==> config.mk <==
export PLATFORM = sky130hd
export DESIGN_NAME = drive_command_failsafe_ramp
export DESIGN_NICKNAME = d
export VERILOG_FILES = /design/src/rtl/core/dcfr_pkg.sv /design/src/rtl/core/drive_command_failsafe_ramp.sv
export SDC_FILE = /design/constraint.sdc
export NUM_CORES = 1
export LEC_CHECK = 0
export BUFFER_PORTS_ARGS = -buffer_cell sky130_fd_sc_hd__buf_2
export CELL_PAD_IN_SITES_DETAIL_PLACEMENT = 2
export CELL_PAD_IN_SITES_GLOBAL_PLACEMENT = 2
export CORE_MARGIN = 8
export CORE_UTILIZATION = 42
export CTS_BUF_LIST = sky130_fd_sc_hd__clkbuf_4 sky130_fd_sc_hd__clkbuf_8
export DETAILED_ROUTE_END_ITERATION = 8
export PLACE_DENSITY = 0.95
export SKIP_LAST_GASP = 1
export SLEW_MARGIN = 20
export SYNTH_ARGS = -nofsm -noshare
export SYNTH_HDL_FRONTEND = slang
export SYNTH_SLANG_ARGS = --single-unit
==> constraint.sdc <==
create_clock -name clk -period 18.4 [get_ports clk]
set_clock_uncertainty 0.2 [all_clocks]
set_input_delay 5.52 -clock clk [delete_from_list [all_inputs] [get_ports clk]]
set_output_delay 5.52 -clock clk [all_outputs]
set_load 0.03 [all_outputs]
==> src/rtl/core/dcfr_pkg.sv <==
// shared constants, codes, result word type and helper functions for the drive command block
package dcfr_pkg;

  // width of the two millisecond counters (17 to 32)
  localparam int TIME_COUNT_WIDTH = 17;

  localparam int CFG_ADDR_W = 4;
  localparam int CFG_DATA_W = 32;

  localparam logic [15:0] TIMEOUT_RESET  = 16'd500;
  localparam logic [15:0] INTERVAL_RESET = 16'd50;
  localparam logic [6:0]  SPEED_STEP_RESET = 7'd10;
  localparam logic [6:0]  ANGLE_STEP_RESET = 7'd5;

  localparam int STEER_MAX  = 90;
  localparam int STEER_FULL = 127;

  // divide by STEER_FULL as multiply by a rounded-up reciprocal and shift
  localparam int STEER_SHIFT = 21;
  localparam int STEER_RECIP = ((1 << STEER_SHIFT) + STEER_FULL - 1) / STEER_FULL;

  typedef enum logic {
    REQ_PACKET = 1'b0,
    REQ_TICK   = 1'b1
  } req_t;

  typedef enum logic [2:0] {
    CMD_DRIVE      = 3'd0,
    CMD_SET_BRAKES = 3'd1,
    CMD_ESTOP      = 3'd2,
    CMD_KEEPALIVE  = 3'd3
  } cmd_t;

  typedef enum logic [1:0] {
    ACT_NONE   = 2'd0,
    ACT_MOTORS = 2'd1,
    ACT_BRAKES = 2'd2,
    ACT_STOP   = 2'd3
  } act_t;

  typedef enum logic [1:0] {
    REG_TIMEOUT    = 2'd0,
    REG_INTERVAL   = 2'd1,
    REG_SPEED_STEP = 2'd2,
    REG_ANGLE_STEP = 2'd3
  } reg_idx_t;

  typedef struct packed {
    act_t               action;
    logic signed [7:0]  motor_speed;
    logic signed [7:0]  steer_angle;
    logic signed [7:0]  brake_front;
    logic signed [7:0]  brake_rear;
    logic               failsafe_active;
  } res_t;

  // steering byte to degrees, truncated toward zero
  function automatic logic signed [7:0] steer_deg(logic signed [7:0] p);
    logic [7:0]        mag;
    logic [13:0]       prod;
    logic [29:0]       scaled;
    logic [6:0]        q;
    logic signed [7:0] deg;
    // work on the magnitude so the quotient truncates toward zero
    mag    = p[7] ? unsigned'(-p) : unsigned'(p);
    prod   = {6'd0, mag} * 14'(STEER_MAX);
    scaled = {16'd0, prod} * 30'(STEER_RECIP);
    q      = scaled[STEER_SHIFT+6:STEER_SHIFT];
    deg    = signed'({1'b0, q});
    return p[7] ? -deg : deg;
  endfunction

  // one failsafe step toward zero, clamped inside one step
  function automatic logic signed [7:0] ramp_toward_zero(logic signed [7:0] v,
                                                        logic [6:0] step);
    logic signed [8:0] vw;
    logic signed [8:0] sw;
    logic signed [8:0] res;
    vw = {v[7], v};
    sw = signed'({2'b00, step});
    if (vw > sw) begin
      res = vw - sw;
    end else if (vw < -sw) begin
      res = vw + sw;
    end else begin
      res = '0;
    end
    return signed'(res[7:0]);
  endfunction

  function automatic logic [TIME_COUNT_WIDTH-1:0] sat_inc(
      logic [TIME_COUNT_WIDTH-1:0] c);
    return (&c) ? c : c + TIME_COUNT_WIDTH'(1);
  endfunction

endpackage

==> src/rtl/core/drive_command_failsafe_ramp.sv <==
// Drive command block with failsafe ramp. Each accepted word is a decoded command
// packet or a one millisecond tick; every word gives exactly one result word. The
// command decode, watchdog counters and ramp step are one combinational pass from
// the state registers and the input ports into a two-entry output buffer, so a new
// word is taken every cycle: the block stalls its input only while both output
// entries are full. Each result is registered into the head entry, or into the
// skid entry while the head entry waits. Configuration registers sit on a
// byte-addressed APB-style port (timeout at 0x0, step interval at 0x4, speed step
// at 0x8, angle step at 0xC) and should be written only while the block is idle.
module drive_command_failsafe_ramp (
  input  logic                                clk,
  input  logic                                rst_n,
  // input channel
  input  logic                                in_valid,
  output logic                                in_stall,
  input  logic                                in_req_type,
  input  logic [2:0]                          in_command,
  input  logic signed [7:0]                   in_first_param,
  input  logic signed [7:0]                   in_second_param,
  // result channel
  output logic                                out_valid,
  input  logic                                out_stall,
  output logic [1:0]                          out_action,
  output logic signed [7:0]                   out_motor_speed,
  output logic signed [7:0]                   out_steer_angle,
  output logic signed [7:0]                   out_brake_front,
  output logic signed [7:0]                   out_brake_rear,
  output logic                                out_failsafe_active,
  // configuration port
  input  logic                                psel,
  input  logic                                penable,
  input  logic                                pwrite,
  input  logic [dcfr_pkg::CFG_ADDR_W-1:0]     paddr,
  input  logic [dcfr_pkg::CFG_DATA_W-1:0]     pwdata,
  output logic [dcfr_pkg::CFG_DATA_W-1:0]     prdata,
  output logic                                pready
);

  localparam int TW = dcfr_pkg::TIME_COUNT_WIDTH;

  // configuration registers
  logic [15:0] timeout_r;
  logic [15:0] interval_r;
  logic [6:0]  speed_step_r;
  logic [6:0]  angle_step_r;

  // block state
  logic signed [7:0] speed_r, speed_nxt;
  logic signed [7:0] angle_r, angle_nxt;
  logic [TW-1:0]     since_packet_r, since_packet_nxt;
  logic [TW-1:0]     since_step_r, since_step_nxt;

  // output buffer: head entry drives the ports, skid entry catches a word under stall
  dcfr_pkg::res_t out_word_r;
  dcfr_pkg::res_t skid_word_r;
  logic           out_valid_r;
  logic           skid_valid_r;

  dcfr_pkg::res_t    res;
  dcfr_pkg::reg_idx_t cfg_idx;
  dcfr_pkg::cmd_t    cmd;
  logic              cfg_wr;
  logic              in_acc;
  logic              out_take;
  logic [TW-1:0]     packet_inc;
  logic [TW-1:0]     step_inc;
  logic [TW-1:0]     timeout_ext;
  logic [TW-1:0]     interval_ext;

  assign pready  = 1'b1;
  assign cfg_idx = dcfr_pkg::reg_idx_t'(paddr[3:2]);
  assign cfg_wr  = psel & penable & pwrite & pready;

  always_comb begin
    unique case (cfg_idx)
      dcfr_pkg::REG_TIMEOUT:    prdata = dcfr_pkg::CFG_DATA_W'(timeout_r);
      dcfr_pkg::REG_INTERVAL:   prdata = dcfr_pkg::CFG_DATA_W'(interval_r);
      dcfr_pkg::REG_SPEED_STEP: prdata = dcfr_pkg::CFG_DATA_W'(speed_step_r);
      dcfr_pkg::REG_ANGLE_STEP: prdata = dcfr_pkg::CFG_DATA_W'(angle_step_r);
    endcase
  end

  always_ff @(posedge clk) begin
    if (!rst_n) begin
      timeout_r    <= dcfr_pkg::TIMEOUT_RESET;
      interval_r   <= dcfr_pkg::INTERVAL_RESET;
      speed_step_r <= dcfr_pkg::SPEED_STEP_RESET;
      angle_step_r <= dcfr_pkg::ANGLE_STEP_RESET;
    end else if (cfg_wr) begin
      unique case (cfg_idx)
        dcfr_pkg::REG_TIMEOUT:    timeout_r    <= pwdata[15:0];
        dcfr_pkg::REG_INTERVAL:   interval_r   <= pwdata[15:0];
        dcfr_pkg::REG_SPEED_STEP: speed_step_r <= pwdata[6:0];
        dcfr_pkg::REG_ANGLE_STEP: angle_step_r <= pwdata[6:0];
      endcase
    end
  end

  // handshake
  assign in_stall = skid_valid_r;
  assign in_acc   = in_valid & ~in_stall;
  assign out_take = out_valid_r & ~out_stall;

  assign timeout_ext  = TW'(timeout_r);
  assign interval_ext = TW'(interval_r);
  assign packet_inc   = dcfr_pkg::sat_inc(since_packet_r);
  assign step_inc     = dcfr_pkg::sat_inc(since_step_r);
  assign cmd          = dcfr_pkg::cmd_t'(in_command);

  always_comb begin
    speed_nxt        = speed_r;
    angle_nxt        = angle_r;
    since_packet_nxt = since_packet_r;
    since_step_nxt   = since_step_r;
    res              = '0;
    res.action       = dcfr_pkg::ACT_NONE;
    if (in_req_type == dcfr_pkg::REQ_PACKET) begin
      unique case (cmd)
        dcfr_pkg::CMD_DRIVE: begin
          speed_nxt        = in_first_param;
          angle_nxt        = dcfr_pkg::steer_deg(in_second_param);
          since_packet_nxt = '0;
          res.action       = dcfr_pkg::ACT_MOTORS;
          res.motor_speed  = in_first_param;
          res.steer_angle  = dcfr_pkg::steer_deg(in_second_param);
        end
        dcfr_pkg::CMD_SET_BRAKES: begin
          since_packet_nxt = '0;
          res.action       = dcfr_pkg::ACT_BRAKES;
          res.brake_front  = in_first_param;
          res.brake_rear   = in_second_param;
        end
        dcfr_pkg::CMD_ESTOP: begin
          speed_nxt        = '0;
          angle_nxt        = '0;
          since_packet_nxt = '0;
          res.action       = dcfr_pkg::ACT_STOP;
        end
        dcfr_pkg::CMD_KEEPALIVE: begin
          since_packet_nxt = '0;
        end
        default: begin
          // unknown command leaves everything alone
        end
      endcase
    end else begin
      since_packet_nxt = packet_inc;
      since_step_nxt   = step_inc;
      if (packet_inc > timeout_ext && step_inc >= interval_ext) begin
        since_step_nxt  = '0;
        speed_nxt       = dcfr_pkg::ramp_toward_zero(speed_r, speed_step_r);
        angle_nxt       = dcfr_pkg::ramp_toward_zero(angle_r, angle_step_r);
        res.action      = dcfr_pkg::ACT_MOTORS;
        res.motor_speed = dcfr_pkg::ramp_toward_zero(speed_r, speed_step_r);
        res.steer_angle = dcfr_pkg::ramp_toward_zero(angle_r, angle_step_r);
      end
    end
    res.failsafe_active = (since_packet_nxt > timeout_ext);
  end

  always_ff @(posedge clk) begin
    if (!rst_n) begin
      speed_r        <= '0;
      angle_r        <= '0;
      since_packet_r <= '0;
      since_step_r   <= '0;
    end else if (in_acc) begin
      speed_r        <= speed_nxt;
      angle_r        <= angle_nxt;
      since_packet_r <= since_packet_nxt;
      since_step_r   <= since_step_nxt;
    end
  end

  always_ff @(posedge clk) begin
    if (!rst_n) begin
      out_valid_r  <= 1'b0;
      skid_valid_r <= 1'b0;
    end else if (out_take || !out_valid_r) begin
      // head entry frees up: refill from skid first to keep order
      if (skid_valid_r) begin
        out_valid_r  <= 1'b1;
        skid_valid_r <= in_acc;
      end else begin
        out_valid_r  <= in_acc;
      end
    end else if (in_acc) begin
      skid_valid_r <= 1'b1;
    end
  end

  always_ff @(posedge clk) begin
    if (out_take || !out_valid_r) begin
      if (skid_valid_r) begin
        out_word_r  <= skid_word_r;
        skid_word_r <= res;
      end else begin
        out_word_r  <= res;
      end
    end else if (in_acc) begin
      skid_word_r <= res;
    end
  end

  assign out_valid           = out_valid_r;
  assign out_action          = out_word_r.action;
  assign out_motor_speed     = out_word_r.motor_speed;
  assign out_steer_angle     = out_word_r.steer_angle;
  assign out_brake_front     = out_word_r.brake_front;
  assign out_brake_rear      = out_word_r.brake_rear;
  assign out_failsafe_active = out_word_r.failsafe_active;

  // skid entry is only ever filled behind a waiting head entry
  a_skid_behind_head: assert property (@(posedge clk) disable iff (!rst_n)
    skid_valid_r |-> out_valid_r)
    else $error("skid entry valid without head entry");

  // emergency stop leaves speed and angle at zero
  a_estop_zeroes: assert property (@(posedge clk) disable iff (!rst_n)
    (in_acc && in_req_type == dcfr_pkg::REQ_PACKET && in_command == dcfr_pkg::CMD_ESTOP)
    |=> (speed_r == 8'sd0 && angle_r == 8'sd0))
    else $error("emergency stop did not clear speed and angle");

  // any known command clears the watchdog
  a_packet_clears_watchdog: assert property (@(posedge clk) disable iff (!rst_n)
    (in_acc && in_req_type == dcfr_pkg::REQ_PACKET && in_command[2] == 1'b0)
    |=> (since_packet_r == '0))
    else $error("known command did not clear time since packet");

  // steering stays within servo range
  a_angle_range: assert property (@(posedge clk) disable iff (!rst_n)
    (angle_r <= 8'sd90 && angle_r >= -8'sd90))
    else $error("steering angle out of range");

  // a word arriving with a free head entry shows up on the next cycle
  a_result_latency: assert property (@(posedge clk) disable iff (!rst_n)
    (in_acc && !skid_valid_r && (out_take || !out_valid_r)) |=> out_valid_r)
    else $error("accepted word did not reach the output");

endmodule
Yosys cells after proc, flatten, opt, wreduce, memory -nomap -nowiden
Index checks and enable logic that the tools add are counted.

storage, ports and cells
  bits in registers = 168
  bits of input ports = 63
  output and inout bits = 70
  word-level logic and storage cells = 104

cells by class
  $add $sub $neg = 10
  $mul = 2
  magnitude comparators = 7
  eq/ne operators = 8
  mux-type cells = 32
  bitwise logic cells = 6
  reductions and logical operators = 17

operators by type and width
  cell                                                                   number
  35-bit 2-to-1 mux                                                      4
  32-bit case mux with 4 select lines                                    1
  17-bit 2-to-1 mux                                                      6
  8-bit 2-to-1 mux                                                       10
  16-bit 2-to-1 mux                                                      3
  17-bit by 1-bit adder with 17-bit output, second input constant        2
  17-bit by 16-bit greater-than comparator with 1-bit output             2
  17-bit AND reduction                                                   2
  8-bit case mux with 2 select lines                                     2
  13-bit by 14-bit multiplier with 26-bit output, second input constant  1
  8-bit by 9-bit < comparator with 1-bit output                          2
  18-bit 2-to-1 mux                                                      1
  7-bit negator with 9-bit output                                        2
  17-bit by 16-bit greater-or-equal comparator with 1-bit output         1
  8-bit adder                                                            2
  8-bit greater-than comparator                                          2
  8-bit subtractor                                                       2
  8-bit by 6-bit multiplier with 13-bit output, second input constant    1
  2-bit AND reduction                                                    6
  7-bit negator with 8-bit output                                        1
  8-bit negator                                                          1
  3-bit by 2-bit equality test with 1-bit output, second input constant  2
  2-bit case mux with 3 select lines                                     1
  1-bit AND                                                              4
  other kinds (16)                                                       21

Longest topological paths before layout
  depth in word-level cells = 10
  depth in mapped cells = 38
  depth with buffers taken out = 38

Least setup slack after synthesis
OpenSTA, ideal clock, no wires.

  path type = input -> register
  from = input port in_second_param[5]
  to = register out_word_r (netlist bit out_steer_angle[4]), data pin
  library setup time = 0.260 ns
  arrival time = 13.235 ns
  required time = 17.940 ns
  slack = 4.705 ns
  cell stages on the path = 34
  buffers on the path = 0
  cell sequence = or3_1 o21ai_0 xnor2_1 ha_1 inv_1 fa_1 fa_1 inv_1 ha_1 nor2b_1 o31a_1 o31a_1 o21ai_0 nand3_1 and2_1 ha_1 fa_1 ha_1 ha_1 a211o_1 a211oi_1 nor3_1 o21ai_0 xor2_1 ha_1 inv_1 a2111oi_0 mux2_4 a2111oi_4 nor2_1 a211o_1 xnor2_1 a32o_1 mux2_2

RTL lines
  what                    line                                RTL
  start: declaration      drive_command_failsafe_ramp.sv:19   input logic signed [7:0] in_second_param,
  end signal: assignment  drive_command_failsafe_ramp.sv:195  out_word_r <= skid_word_r;
  end signal: assignment  drive_command_failsafe_ramp.sv:198  out_word_r <= res;
  end: declaration        drive_command_failsafe_ramp.sv:54   dcfr_pkg::res_t out_word_r;

==> metrics.txt <==
# TYPE chip_impl_metric gauge
chip_impl_info{name="timing.setup.critical_path_class",value="in2reg"} 1
chip_impl_metric{name="place.gp.congestion",unit=""} 0.856
chip_impl_metric{name="setup_slack_of_the_worst_register_to_register_path",unit="ns"} 12.43
chip_impl_metric{name="global_route_wire_length_before_repair",unit="mm"} 90.3
chip_impl_metric{name="syn-instance-count",unit=""} 1413
chip_impl_metric{name="drv_slew",unit=""} 0
chip_impl_info{name="critical_path.startpoint_type",value="input pin"} 1
chip_impl_metric{name="port_buffers",unit=""} 97
chip_impl_metric{name="placeableCoreArea",unit="sq um"} 30300
chip_impl_info{name="r2r_start",value="since_packet_r[4]$_SDFFE_PN0P_"} 1
chip_impl_metric{name="worst-slew-pin-transition",unit="ns"} 1.12
chip_impl_metric{name="clk_latency",unit="ns"} 0.53
chip_impl_metric{name="num_io_pins",unit=""} 133
chip_impl_info{name="slowest_stage",value="sky130_fd_sc_hd__fa_1"} 1
chip_impl_info{name="cts_tree",value="yes"} 1
chip_impl_metric{name="synth-seq-cells",unit=""} 168
chip_impl_metric{name="htreeDepth",unit=""} 4
chip_impl_metric{name="report.final.hold_viol_count",unit=""} 0
chip_impl_metric{name="post_synth_edffs",unit=""} 70
chip_impl_metric{name="power.ir.vdd_worst",unit="uV"} 191
chip_impl_metric{name="seq_area_frac_synth",unit="%"} 31.6
chip_impl_metric{name="route.final.wire_length",unit="mm"} 59.4
chip_impl_metric{name="overflow",unit=""} 0
chip_impl_metric{name="overall_power_consumption",unit="W"} 0.00182
chip_impl_metric{name="first_iter_violations",unit=""} 1112
chip_impl_metric{name="chipWidth",unit="um"} 191
chip_impl_metric{name="critical-path-max-stage-delay",unit="ns"} 0.54
chip_impl_metric{name="synth_area_per_cell",unit="sq um"} 9.11
chip_impl_metric{name="cts.sinks",unit=""} 168
chip_impl_metric{name="netlist_area_pre_place",unit="sq um"} 12900
chip_impl_metric{name="drc",unit=""} 0
chip_impl_metric{name="detailroute.via_count",unit=""} 12386
chip_impl_metric{name="grt_antenna_before_repair",unit=""} 2
chip_impl_metric{name="hold_buffers",unit=""} 0
chip_impl_info{name="rsz0062_at_grt",value="no"} 1
chip_impl_metric{name="number_of_buffers_created_by_cts",unit=""} 17
chip_impl_metric{name="power_switching_share",unit="%"} 50.4
chip_impl_metric{name="reg2reg_depth",unit=""} 18
chip_impl_info{name="most-common-layout-cells",value="sky130_fd_sc_hd__ha_1, sky130_fd_sc_hd__nand2_1, sky130_fd_sc_hd__inv_1"} 1
chip_impl_info{name="clock-root-buffer",value="sky130_fd_sc_hd__clkbuf_8"} 1
chip_impl_metric{name="cts-root-to-sink-buffers",unit=""} 2
chip_impl_info{name="outcome",value="finished clean"} 1
chip_impl_metric{name="final.setup.tns",unit="ns"} 0
chip_impl_metric{name="timing.max_slew.rel_slack",unit="%"} 25.5
chip_impl_metric{name="fp-row-count",unit=""} 64
chip_impl_metric{name="total_switching_power",unit="W"} 0.000918
chip_impl_metric{name="power_density",unit="nW/um^2"} 130
chip_impl_metric{name="async_reset_ff_share",unit="%"} 0
chip_impl_info{name="worstReg2RegEnd",value="out_steer_angle[7]$_DFFE_PN_"} 1
chip_impl_metric{name="initial_cell_density_of_the_core",unit="%"} 42.4
chip_impl_metric{name="postCtsSetupRepairBufs",unit=""} 0
chip_impl_metric{name="clkSlewWorstSetupHoldPaths",unit="ns"} 0.13
chip_impl_metric{name="drt.antenna.violating_nets",unit=""} 0
chip_impl_metric{name="seqPwrFrac",unit="%"} 23.0
chip_impl_metric{name="comb_power_share",unit="%"} 61.3
chip_impl_metric{name="hpwl",unit="mm"} 40.1
chip_impl_metric{name="final_nets",unit=""} 1712
chip_impl_metric{name="avgRoutedWirePerCell",unit="um"} 31.5
chip_impl_metric{name="flow.area_growth_from_synthesis",unit="%"} 8.91
chip_impl_metric{name="fmaxAchievable",unit="MHz"} 63.5
chip_impl_metric{name="power.clock.fraction",unit="%"} 15.7
chip_impl_metric{name="critPathArrivalTime",unit="ns"} 15.84
chip_impl_metric{name="vias_per_cell",unit=""} 6.56
chip_impl_info{name="min_from",value="timeout_r[14]$_SDFFE_PN0P_"} 1
chip_impl_metric{name="fin_util",unit="%"} 46.2
chip_impl_metric{name="min_path_cells",unit=""} 2
chip_impl_metric{name="via_count_of_the_first_global_routing_pass",unit=""} 14096
chip_impl_metric{name="static-leakage-power",unit="nW"} 6.15
chip_impl_metric{name="grt_max_degree",unit=""} 71
chip_impl_metric{name="cts_resized",unit=""} 0
chip_impl_metric{name="setup_viol_count_final",unit=""} 0
chip_impl_info{name="end_kind",value="register"} 1
chip_impl_metric{name="timing.final.crit_share",unit="%"} 85.6
chip_impl_metric{name="grt.total_usage",unit="%"} 32.3
chip_impl_metric{name="drv.max_cap_violation_count",unit=""} 0
chip_impl_info{name="min-delay-path-class",value="reg2reg"} 1
chip_impl_info{name="final_common_cell",value="sky130_fd_sc_hd__ha_1"} 1
chip_impl_metric{name="ys_types",unit=""} 82
chip_impl_metric{name="share_of_post_route_cells_with_drive_strength_above_1",unit="%"} 14.4
chip_impl_info{name="worst_path_most_repeated_cell",value="sky130_fd_sc_hd__ha_1"} 1
chip_impl_info{name="most_used_flip_flop_cell_after_synthesis",value="sky130_fd_sc_hd__dfxtp_1"} 1
chip_impl_metric{name="critical_path.max_fanout",unit=""} 5
chip_impl_metric{name="die_outline_area",unit="sq um"} 36500
chip_impl_metric{name="timing.critical_path.required",unit="ns"} 18.49
chip_impl_metric{name="finalWorstPathRequiredPeriod",unit="ns"} 15.75
chip_impl_metric{name="die_height",unit="um"} 191
chip_impl_metric{name="drtPass1Iterations",unit=""} 6
chip_impl_metric{name="power.internal",unit="W"} 0.000903
chip_impl_info{name="whs_endpoint",value="timeout_r[14]$_SDFFE_PN0P_"} 1
chip_impl_metric{name="yosys_warnings",unit=""} 0
-- critical path: cells and delay by family --
family,cells,cell delay [ns]
AOI/OAI and AO/OA,9,2.72
xor gates and xnor gates,3,0.93
adders and majority gates,9,3.45
buffers and inverters,4,0.42
muxes,2,0.62
and+or+nand+nor,8,2.18
-- power groups by stage --
stage	Combinational, W	Clock [W]	Sequential [W]
final	0.00112	0.000286	0.000419
after global placement	0.000904	0	0.000422
after CTS	0.00109	0.000283	0.000419
after global routing	0.00119	0.000298	0.000420
after floorplan	0.000703	0	0.000438
after detailed placement	0.00105	0	0.000426
-- worst max-delay path by stage --
stage / from / endpoint / slack [ns] / cells past startpoint
3_3_place_gp: in_second_param[5] / out_steer_angle[6]$_DFFE_PN_ / 3.75 / 35
6_report: in_second_param[3] / out_steer_angle[6]$_DFFE_PN_ / 2.65 / 35
3_5_place_dp: in_second_param[0] / out_steer_angle[6]$_DFFE_PN_ / 2.91 / 37
5_1_grt: in_second_param[0] / out_steer_angle[6]$_DFFE_PN_ / 2.24 / 37
2_1_floorplan: in_second_param[5] / out_steer_angle[4]$_DFFE_PN_ / 4.70 / 34
4_1_cts: in_second_param[0] / out_steer_angle[6]$_DFFE_PN_ / 2.75 / 37
-- Yosys cell counts, types with 28 or more instances --
master                     count  area, sq um
sky130_fd_sc_hd__clkbuf_1     44          165
sky130_fd_sc_hd__edfxtp_1     70         2100
sky130_fd_sc_hd__dfxtp_1      98         1960
sky130_fd_sc_hd__o21ai_0      70          350
sky130_fd_sc_hd__nor3_1       30          150
sky130_fd_sc_hd__ha_1        157         1960
sky130_fd_sc_hd__mux2i_1      32          320
sky130_fd_sc_hd__nand2_1     128          480
sky130_fd_sc_hd__inv_1       106          398
sky130_fd_sc_hd__xnor2_1      55          482
sky130_fd_sc_hd__mux2_2       36          405
sky130_fd_sc_hd__and2_1       30          188
sky130_fd_sc_hd__nor2_1       98          368
sky130_fd_sc_hd__nand3_1      28          140
sky130_fd_sc_hd__a21oi_1      88          440
-- through the flow --
step | hold slack [ns] | worst slack, ns | cell area, sq um | cells
3_5_place_dp | 0.287 | 2.91 | 13600 | 1854
4_1_cts | 0.307 | 2.75 | 14000 | 1886
6_report | 0.319 | 2.65 | 14000 | 1887
3_3_place_gp | 0.256 | 3.75 | 13600 | 1854
2_1_floorplan | 0.246 | 4.70 | 12900 | 1428
5_1_grt | 0.338 | 2.24 | 14000 | 1887
-- flip-flops by register name (all words and copies together) (netlist names), 2 cells and up --
signal,cells
since_step_r,17
out_steer_angle,8
speed_r,8
since_packet_r,17
interval_r,16
timeout_r,16
skid_word_r,35
speed_step_r,7
out_motor_speed,8
out_action,2
out_brake_front,8
angle_step_r,7
out_brake_rear,8
angle_r,8
-- layout make-up --
cell class                 instances  area [sq um]
tap                              396           495
inverter                         107           402
clock inverter                    15           149
sequential                       168          4070
antenna                            1          2.50
multi-input combinational       1076          8110
clock buffer                      17           234
fill                            3269         16300
timing repair buffer             107           561
-- layer usage --
metal	up-vias	wire length, um	global-route usage, %
met5	-	12	0
met4	2	3730	20.8
met3	280	3800	5.84
met2	705	30100	56.8
met1	6250	21800	35.5
li1	5149	-	-
-- cells by family (layout without fill, tap and decap cells) --
logic type / after synthesis / in the layout / synth area share [%]
adders and majority gates: 172 / 172 / 17.6
muxes: 76 / 76 / 6.98
AOI/OAI and AO/OA: 323 / 323 / 17.0
DFF: 168 / 168 / 31.6
buffers and inverters: 184 / 246 / 6.05
and+or+nand+nor: 417 / 417 / 15.9
other: 2 / 18 / 0.0583
xor gates and xnor gates: 71 / 71 / 4.89
(Power assumes the default switching activity.)
